===== config.mk =====
export PLATFORM = sky130hd
export DESIGN_NAME = dda_fadd
export DESIGN_NICKNAME = d
export VERILOG_FILES = /design/src/hw/rtl/dda_pkg.sv /design/src/hw/rtl/dda_fadd.sv
export SDC_FILE = /design/constraint.sdc
export NUM_CORES = 2
export LEC_CHECK = 0
export BUFFER_PORTS_ARGS = -buffer_cell sky130_fd_sc_hd__buf_2
export CAP_MARGIN = 25
export CELL_PAD_IN_SITES_DETAIL_PLACEMENT = 0
export CELL_PAD_IN_SITES_GLOBAL_PLACEMENT = 1
export CORE_UTILIZATION = 40
export DETAILED_ROUTE_END_ITERATION = 10
export PLACE_DENSITY = 0.73
export SETUP_SLACK_MARGIN = 0.4
export SLEW_MARGIN = 20
export SYNTH_ARGS = -nofsm -noshare
export SYNTH_HDL_FRONTEND = slang
export SYNTH_SLANG_ARGS = --single-unit

===== constraint.sdc =====
create_clock -name clk_i -period 13.42 [get_ports clk_i]
set_clock_uncertainty 0.05 [all_clocks]
set_input_delay 0.671 -clock clk_i [delete_from_list [all_inputs] [get_ports clk_i]]
set_output_delay 0.671 -clock clk_i [all_outputs]
set_load 0.1 [all_outputs]

===== src/hw/rtl/dda_pkg.sv =====
// Shared types, format constants and helpers for the double-word adder.
// Used by dda_fadd and double_double_adder_unit; no dependencies.
`default_nettype none
package dda_pkg;

  localparam int unsigned SIG_BITS = 64;
  localparam int unsigned EXP_BITS = 15;
  // carry bit, significand, guard, round, sticky
  localparam int unsigned EXT_W    = SIG_BITS + 4;
  localparam int unsigned SHW      = $clog2(EXT_W);
  localparam int unsigned EW       = EXP_BITS + 1;

  localparam int unsigned NSLOT    = 24;
  localparam int unsigned NLEVEL   = 13;
  localparam int unsigned NOP      = 4;
  localparam int unsigned SLOT_W   = 5;
  localparam int unsigned ADD_LAT  = 3;

  localparam logic [EXP_BITS-1:0] EXP_ONES  = '1;
  localparam logic [SIG_BITS-1:0] INT_BIT   = {1'b1, {(SIG_BITS-1){1'b0}}};
  localparam logic [SIG_BITS-1:0] QUIET_BIT = {2'b01, {(SIG_BITS-2){1'b0}}};

  // value slots carried down the adder levels
  localparam logic [SLOT_W-1:0] S_AH = 5'd0,  S_BH = 5'd1,  S_AL = 5'd2,  S_BL = 5'd3;
  localparam logic [SLOT_W-1:0] S_SH = 5'd4,  S_SL = 5'd5,  S_VH = 5'd6,  S_VL = 5'd7;
  localparam logic [SLOT_W-1:0] S_TH = 5'd8,  S_UH = 5'd9,  S_TL = 5'd10, S_UL = 5'd11;
  localparam logic [SLOT_W-1:0] S_WH = 5'd12, S_WL = 5'd13, S_EH = 5'd14, S_EL = 5'd15;
  localparam logic [SLOT_W-1:0] S_Q1 = 5'd16, S_CH = 5'd17, S_Z1 = 5'd18, S_CL = 5'd19;
  localparam logic [SLOT_W-1:0] S_Q2 = 5'd20, S_RH = 5'd21, S_Z2 = 5'd22, S_RL = 5'd23;

  typedef struct packed {
    logic [15:0] se;
    logic [63:0] sig;
  } xf_t;

  typedef xf_t [NSLOT-1:0] bnd_t;

  typedef struct packed {
    logic              en;
    logic [SLOT_W-1:0] a;
    logic [SLOT_W-1:0] b;
    logic              neg;
    logic [SLOT_W-1:0] dst;
  } op_t;

  function automatic op_t mk_op(logic [SLOT_W-1:0] a, logic [SLOT_W-1:0] b, logic neg,
                                logic [SLOT_W-1:0] dst);
    op_t r;
    r.en  = 1'b1;
    r.a   = a;
    r.b   = b;
    r.neg = neg;
    r.dst = dst;
    return r;
  endfunction

  // adds of each level; a level has up to NOP independent adds
  function automatic op_t op_of(int lvl, int k);
    op_t r;
    r = '0;
    case (lvl * NOP + k)
      0:  r = mk_op(S_AH, S_BH, 1'b0, S_SH);
      1:  r = mk_op(S_AL, S_BL, 1'b0, S_SL);
      4:  r = mk_op(S_SH, S_AH, 1'b1, S_VH);
      5:  r = mk_op(S_SL, S_AL, 1'b1, S_VL);
      8:  r = mk_op(S_SH, S_VH, 1'b1, S_TH);
      9:  r = mk_op(S_BH, S_VH, 1'b1, S_UH);
      10: r = mk_op(S_SL, S_VL, 1'b1, S_TL);
      11: r = mk_op(S_BL, S_VL, 1'b1, S_UL);
      12: r = mk_op(S_AH, S_TH, 1'b1, S_WH);
      13: r = mk_op(S_AL, S_TL, 1'b1, S_WL);
      16: r = mk_op(S_WH, S_UH, 1'b0, S_EH);
      17: r = mk_op(S_WL, S_UL, 1'b0, S_EL);
      20: r = mk_op(S_EH, S_SL, 1'b0, S_Q1);
      24: r = mk_op(S_SH, S_Q1, 1'b0, S_CH);
      28: r = mk_op(S_CH, S_SH, 1'b1, S_Z1);
      32: r = mk_op(S_Q1, S_Z1, 1'b1, S_CL);
      36: r = mk_op(S_EL, S_CL, 1'b0, S_Q2);
      40: r = mk_op(S_CH, S_Q2, 1'b0, S_RH);
      44: r = mk_op(S_RH, S_CH, 1'b1, S_Z2);
      48: r = mk_op(S_Q2, S_Z2, 1'b1, S_RL);
      default: r = '0;
    endcase
    return r;
  endfunction

  function automatic xf_t pack_xf(logic s, logic [EXP_BITS-1:0] e, logic [SIG_BITS-1:0] m);
    xf_t r;
    r = '0;
    r.se[15] = s;
    r.se[EXP_BITS-1:0] = e;
    r.sig[SIG_BITS-1:0] = m;
    return r;
  endfunction

  // leading zeros of the word below the carry bit
  function automatic logic [SHW-1:0] lzc(logic [EXT_W-2:0] v);
    logic [SHW-1:0] n;
    n = SHW'(EXT_W - 1);
    for (int i = 0; i < EXT_W - 1; i++) begin
      if (v[i]) n = SHW'(EXT_W - 2 - i);
    end
    return n;
  endfunction

endpackage
`default_nettype wire


===== src/hw/rtl/dda_fadd.sv =====
// Three-stage pipelined extended-precision adder, round to nearest even.
// Stages: unpack/align, add/count, normalize/round. Uses dda_pkg.
`default_nettype none
module dda_fadd (
  input  wire logic          clk_i,
  input  wire logic          rst_ni,
  input  wire logic          valid_i,
  input  wire dda_pkg::xf_t  a_i,
  input  wire dda_pkg::xf_t  b_i,
  input  wire logic          neg_i,
  output logic               valid_o,
  output dda_pkg::xf_t       sum_o
);
  import dda_pkg::*;

  // ---- stage A: classify, order by magnitude, align
  logic [EXP_BITS-1:0] ex, ey, qx, qy, qbig, qsml, dexp;
  logic [SIG_BITS-1:0] mx, my, mbig, msml, wm;
  logic                sx, sy, ix, iy, bad_x, bad_y, nan_x, nan_y, inf_x, inf_y;
  logic                zero_x, zero_y, x_ge, win_y, ws;
  logic [SHW-1:0]      sh;
  logic [EXT_W-1:0]    ext_s, al_s, lostm;
  logic                spec_d;
  xf_t                 spec_res_d;
  xf_t                 dnan;

  assign ex = a_i.se[EXP_BITS-1:0];
  assign ey = b_i.se[EXP_BITS-1:0];
  assign mx = a_i.sig[SIG_BITS-1:0];
  assign my = b_i.sig[SIG_BITS-1:0];
  assign sx = a_i.se[15];
  assign sy = b_i.se[15] ^ neg_i;
  assign ix = mx[SIG_BITS-1];
  assign iy = my[SIG_BITS-1];

  // unnormal, and integer bit clear at the top exponent
  assign bad_x  = (ex != '0) && !ix;
  assign bad_y  = (ey != '0) && !iy;
  assign nan_x  = (ex == EXP_ONES) && ix && (|mx[SIG_BITS-2:0]);
  assign nan_y  = (ey == EXP_ONES) && iy && (|my[SIG_BITS-2:0]);
  assign inf_x  = (ex == EXP_ONES) && ix && !(|mx[SIG_BITS-2:0]);
  assign inf_y  = (ey == EXP_ONES) && iy && !(|my[SIG_BITS-2:0]);
  assign zero_x = (ex == '0) && (mx == '0);
  assign zero_y = (ey == '0) && (my == '0);
  assign qx     = (ex == '0) ? EXP_BITS'(1) : ex;
  assign qy     = (ey == '0) ? EXP_BITS'(1) : ey;
  assign dnan   = pack_xf(1'b1, EXP_ONES, INT_BIT | QUIET_BIT);

  // NaN choice ignores the negation of the second operand
  assign win_y = !nan_x ? 1'b1 :
                 !nan_y ? 1'b0 :
                 (mx[SIG_BITS-2] != my[SIG_BITS-2]) ? my[SIG_BITS-2] : (my > mx);
  assign ws    = win_y ? b_i.se[15] : sx;
  assign wm    = win_y ? my : mx;

  always_comb begin
    spec_d     = 1'b1;
    spec_res_d = dnan;
    if (bad_x || bad_y) begin
      spec_res_d = dnan;
    end else if (nan_x || nan_y) begin
      spec_res_d = pack_xf(ws, EXP_ONES, wm | QUIET_BIT);
    end else if (inf_x || inf_y) begin
      if (inf_x && inf_y && (sx != sy)) spec_res_d = dnan;
      else spec_res_d = pack_xf(inf_x ? sx : sy, EXP_ONES, INT_BIT);
    end else if (zero_x && zero_y) begin
      spec_res_d = pack_xf(sx & sy, '0, '0);
    end else begin
      spec_d = 1'b0;
    end
  end

  assign x_ge  = {qx, mx} >= {qy, my};
  assign qbig  = x_ge ? qx : qy;
  assign qsml  = x_ge ? qy : qx;
  assign mbig  = x_ge ? mx : my;
  assign msml  = x_ge ? my : mx;
  assign dexp  = qbig - qsml;
  assign sh    = (dexp >= EXP_BITS'(EXT_W - 1)) ? SHW'(EXT_W - 1) : dexp[SHW-1:0];
  assign ext_s = {1'b0, msml, 3'b000};
  assign lostm = ~({EXT_W{1'b1}} << sh);
  assign al_s  = (ext_s >> sh) | EXT_W'(|(ext_s & lostm));

  logic                a_vld_q, a_spec_q, a_sgn_q, a_sub_q;
  xf_t                 a_res_q;
  logic [EW-1:0]       a_exp_q;
  logic [EXT_W-1:0]    a_xe_q, a_ye_q;

  always_ff @(posedge clk_i or negedge rst_ni) begin
    if (!rst_ni) a_vld_q <= 1'b0;
    else a_vld_q <= valid_i;
  end

  always_ff @(posedge clk_i) begin
    a_spec_q <= spec_d;
    a_res_q  <= spec_res_d;
    a_sgn_q  <= x_ge ? sx : sy;
    a_sub_q  <= sx ^ sy;
    a_exp_q  <= EW'(qbig);
    a_xe_q   <= {1'b0, mbig, 3'b000};
    a_ye_q   <= al_s;
  end

  // ---- stage B: add or subtract, fold carry, count leading zeros
  logic [EXT_W-1:0] raw, fix;
  logic [EW-1:0]    exp_b, lim;
  logic [SHW-1:0]   lz, shl_d;

  assign raw   = a_sub_q ? (a_xe_q - a_ye_q) : (a_xe_q + a_ye_q);
  assign fix   = raw[EXT_W-1] ? ((raw >> 1) | EXT_W'(raw[0])) : raw;
  assign exp_b = raw[EXT_W-1] ? (a_exp_q + EW'(1)) : a_exp_q;
  assign lz    = lzc(fix[EXT_W-2:0]);
  // left shift stops at the smallest normal exponent
  assign lim   = exp_b - EW'(1);
  assign shl_d = (EW'(lz) < lim) ? lz : lim[SHW-1:0];

  logic                b_vld_q, b_spec_q, b_sgn_q;
  xf_t                 b_res_q;
  logic [EW-1:0]       b_exp_q;
  logic [EXT_W-1:0]    b_r_q;
  logic [SHW-1:0]      b_sh_q;

  always_ff @(posedge clk_i or negedge rst_ni) begin
    if (!rst_ni) b_vld_q <= 1'b0;
    else b_vld_q <= a_vld_q;
  end

  always_ff @(posedge clk_i) begin
    b_spec_q <= a_spec_q;
    b_res_q  <= a_res_q;
    b_sgn_q  <= (fix == '0) ? 1'b0 : a_sgn_q;  // exact cancellation gives +0
    b_exp_q  <= exp_b;
    b_r_q    <= fix;
    b_sh_q   <= shl_d;
  end

  // ---- stage C: normalize, round, pack
  logic [EXT_W-1:0]    rn;
  logic [EW-1:0]       exp_n, exp_f;
  logic [SIG_BITS-1:0] kept, fin_m;
  logic [SIG_BITS:0]   rsum;
  logic                g, st, inc;
  xf_t                 fin;

  assign rn    = b_r_q << b_sh_q;
  assign exp_n = b_exp_q - EW'(b_sh_q);
  assign kept  = rn[SIG_BITS+2:3];
  assign g     = rn[2];
  assign st    = |rn[1:0];
  assign inc   = g & (st | kept[0]);
  assign rsum  = {1'b0, kept} + (SIG_BITS+1)'(inc);
  assign fin_m = rsum[SIG_BITS] ? INT_BIT : rsum[SIG_BITS-1:0];
  assign exp_f = rsum[SIG_BITS] ? (exp_n + EW'(1)) : exp_n;

  always_comb begin
    if (b_spec_q) fin = b_res_q;
    else if (exp_f >= EW'(EXP_ONES)) fin = pack_xf(b_sgn_q, EXP_ONES, INT_BIT);
    else fin = pack_xf(b_sgn_q, fin_m[SIG_BITS-1] ? exp_f[EXP_BITS-1:0] : '0, fin_m);
  end

  always_ff @(posedge clk_i or negedge rst_ni) begin
    if (!rst_ni) valid_o <= 1'b0;
    else valid_o <= b_vld_q;
  end

  always_ff @(posedge clk_i) begin
    sum_o <= fin;
  end

endmodule
`default_nettype wire


==> impl_results.md <==
- Final worst slack: 3.83 ns
- Worst path required time: approximately 14 ns
- Kind of critical path: input pin to flip-flop
- CTS resizes: 0
- DR pass1 iterations: 6
- Place WS: 3.44 ns
- Synth Cell Area: 39400 µm²
- Period utilization: 0.715
- WL met3: 16300 µm
- Leakage: 18.4 nW
- Clk sink count: 456
- Fill cells: 10021
- WP data arrival: 10.04 ns
- Setup crit start kind: input pin
- RSZ-0062 raised after global routing: false
- H-tree Lvls: 2
- Crit path max-delay family: simple AND/OR/NAND/NOR gates
- Syn_nets: 5614
- Placed wire-length estimate: 152000 µm
- Setup_tns: 0 ns
- Slowest CP cell: nor2_1
- Outcome: finished clean
- WL/cell: 28.5 µm
- Die width: 316 µm
- Min Tclk post-route: 9.59 ns
- Hold path start: valid_i
- TritonCTS clock tree: yes
- Endpoint of the worst hold path: a_vld_q
- Peak VDD IR: 0.000115 V
- # port buffers: 244
- Reg-to-reg setup timing slack: 4.15 ns
- Ys async rst share: 0.00658
- Initial Util: 0.405
- Max cap viols: 0
- Gate count of the mapped netlist: 5156
- Gpl congestion: 1.07
- Hold Path Stages: 1
- Footprint of the multi-input gates: 27700 µm²
- Vias: 40448
- GRT overflow: 0
- Vias in the first global route: 37737
- Number of synthesized flops with an enable pin: 0
- Largest net degree at the start of global routing: just over 100
- Worst-path clk slew: ~0.08 ns
- Clk root buf: clkbuf_16
- Final Max Tran Viols: 0
- Nets: 5694
- Die Y: 316 µm
- Pwr/cell area: about 170 nW/µm²
- Cell row count: 114
- Synth cell types: slightly above 100
- Synth warn: 0
- Core area: 97100 µm²
- Delay of the slowest critical-path stage: 0.73 ns
- Seq/Total Area, Yosys: 0.232
- Vias per cell: 6.17
- Crit path max fanout: 18
- HP Class: input pin to flip-flop
- Synthesized area per cell: between 7 and 8 µm²
- Routed Antenna Nets: 0
- Yosys reg bits: approximately 460
- FF-to-FF Start: a_ye_q[10]
- Die area: 99700 µm²
- Top layer in use: met5
- FF+latch area: 9160 µm²
- Io pins: 245
- Gr usage total: 0.363
- Initial antenna violation count: 21
- M1 wire length: 75800 µm
- First-pass GRT wire length: between 200000 and 300000 µm
- Main synth FF type: dfxtp_1
- Buf/Inv on CP: 1
- Worst slew pin tran: around 1.2 ns
- CTS Buf Count: 48
- Iteration-0 DRC Markers: ~4400
- Worst setup EP type: flip-flop
- Layout cells sized above 1: 0.122
- Buffers from clock root to sink, at most: 3
- Metal2 WL: 81800 µm
- Peak Freq: approximately 100 MHz
- Final setup violation count: 0
- Layout area overhead: 10.2%
- Worst-Skew Late Latency: 0.62 ns
- Reg2Reg Depth: 27
- Routed wire length: 187000 µm
- Worst reg2reg path endpoint: b_sh_q[1]
- DRC viols: 0
- Fin. Hold Viols: 0
- Slew margin rel.: 0.180
-- per-layer routing --
| metal | global-route usage | vias up |
|---|---|---|
| met5 | 0 | - |
| met4 | 0.227 | 18 |
| met3 | 0.0869 | 443 |
| met2 | 0.562 | 1916 |
| met1 | 0.454 | 19397 |
| li1 | - | 18674 |
-- cell families after synthesis --
logic type	Yosys count	share of synthesized area
flops	456	0.232
simple gates	1788	0.212
compound gates	1411	0.229
buf+inv	648	0.0662
mux	374	0.126
fa+ha+maj	294	0.0938
xor+xnor	185	0.0411
-- through the flow --
step	power (mW)	util	cell area (µm²)	instances	hold WS [ns]
after floorplan	4.58	-	39400	5156	0.260
final	7.47	0.447	43400	6559	0.112
after detailed placement	5.97	0.429	41600	6457	0.262
after global routing	7.79	0.447	43400	6556	0.0886
after global placement	5.98	0.428	41600	6453	0.261
after CTS	7.39	0.446	43300	6548	0.0880
-- cells in the mapped netlist (25+ instances only) --
cell type,count,area [µm²]
o21bai_1,31,233
o21ai_0,362,1810
nor3_1,111,556
a211oi_1,50,375
clkbuf_1,200,751
o31ai_1,70,526
ha_1,292,3650
o211ai_1,44,330
xor2_1,65,569
dfxtp_1,453,9070
nor4_1,85,532
nand3_1,119,596
nor2b_1,51,319
buf_2,50,250
nand2b_1,44,275
inv_1,342,1280
mux2i_1,218,2180
and3_1,32,200
or3_1,34,213
nand4_1,57,357
buf_1,35,131
nor2_1,518,1940
and2_1,49,307
mux4_2,88,1980
mux2_2,64,721
o21a_1,25,188
a21oi_1,379,1900
xnor2_1,120,1050
nand2_1,590,2210
a21o_1,90,676
o22ai_1,42,263
-- registers in the layout, summed over array words and instances (netlist names), 7 cells and up --
register  flops
sum_o        80
a_exp_q      15
a_ye_q       67
a_res_q      66
b_exp_q      16
b_res_q      66
b_r_q        67
a_xe_q       64
b_sh_q        7
-- where the power goes --
group          leakage, nW  switching [mW]  internal [mW]
clock                0.822           0.604          0.818
sequential            3.76           0.210           1.56
combinational         13.8            2.85           1.43
total                 18.4            3.66           3.81
-- timing repair --
action / in CTS / in global routing
setup buffers: 0 / 0
hold buffers: 1 / 0
hold endpoints to repair: 3 / 0
endpoints found under the setup margin: 0 / 0
-- layout by cell type, fill, tap and decap left out, types with 48 or more instances in the layout --
| cell type | n |
|---|---|
| a211oi_1 | 50 |
| a21o_1 | 90 |
| a21oi_1 | 378 |
| and2_1 | 49 |
| buf_2 | 247 |
| buf_4 | 82 |
| clkbuf_16 | 48 |
| dfxtp_1 | 447 |
| ha_1 | 292 |
| inv_1 | 341 |
| mux2_2 | 64 |
| mux2i_1 | 218 |
| mux4_2 | 88 |
| nand2_1 | 589 |
| nand3_1 | 118 |
| nand4_1 | 57 |
| nor2_1 | 516 |
| nor2b_1 | 51 |
| nor3_1 | 109 |
| nor4_1 | 80 |
| o21ai_0 | 361 |
| o31ai_1 | 70 |
| xnor2_1 | 120 |
| xor2_1 | 65 |
-- final cells by class --
cell class | instances | share of cell area
repair buffers | 333 | 0.0433
multi-input cells | 4052 | 0.640
flip-flops and latches | 456 | 0.211
clock inverters | 20 | 0.00663
well taps | 1276 | 0.0368
diodes | 7 | 0.000404
clock buffers | 70 | 0.0324
inverters | 345 | 0.0299
-- worst max path at each step --
| stage | endpoint | cells past startpoint | from | slack, ns |
|---|---|---|---|---|
| after floorplan | a_ye_q[6] | 39 | a_i[77] | 4.53 |
| after global placement | a_ye_q[0] | 28 | a_i[75] | 3.51 |
| after detailed placement | a_ye_q[0] | 28 | b_i[75] | 3.44 |
| after CTS | a_ye_q[0] | 28 | b_i[75] | 4.08 |
| after global routing | b_sh_q[1] | 27 | a_xe_q[3] | 3.55 |
| final | a_ye_q[0] | 28 | b_i[75] | 3.83 |
No activity file was read; power rests on OpenSTA's default activity.
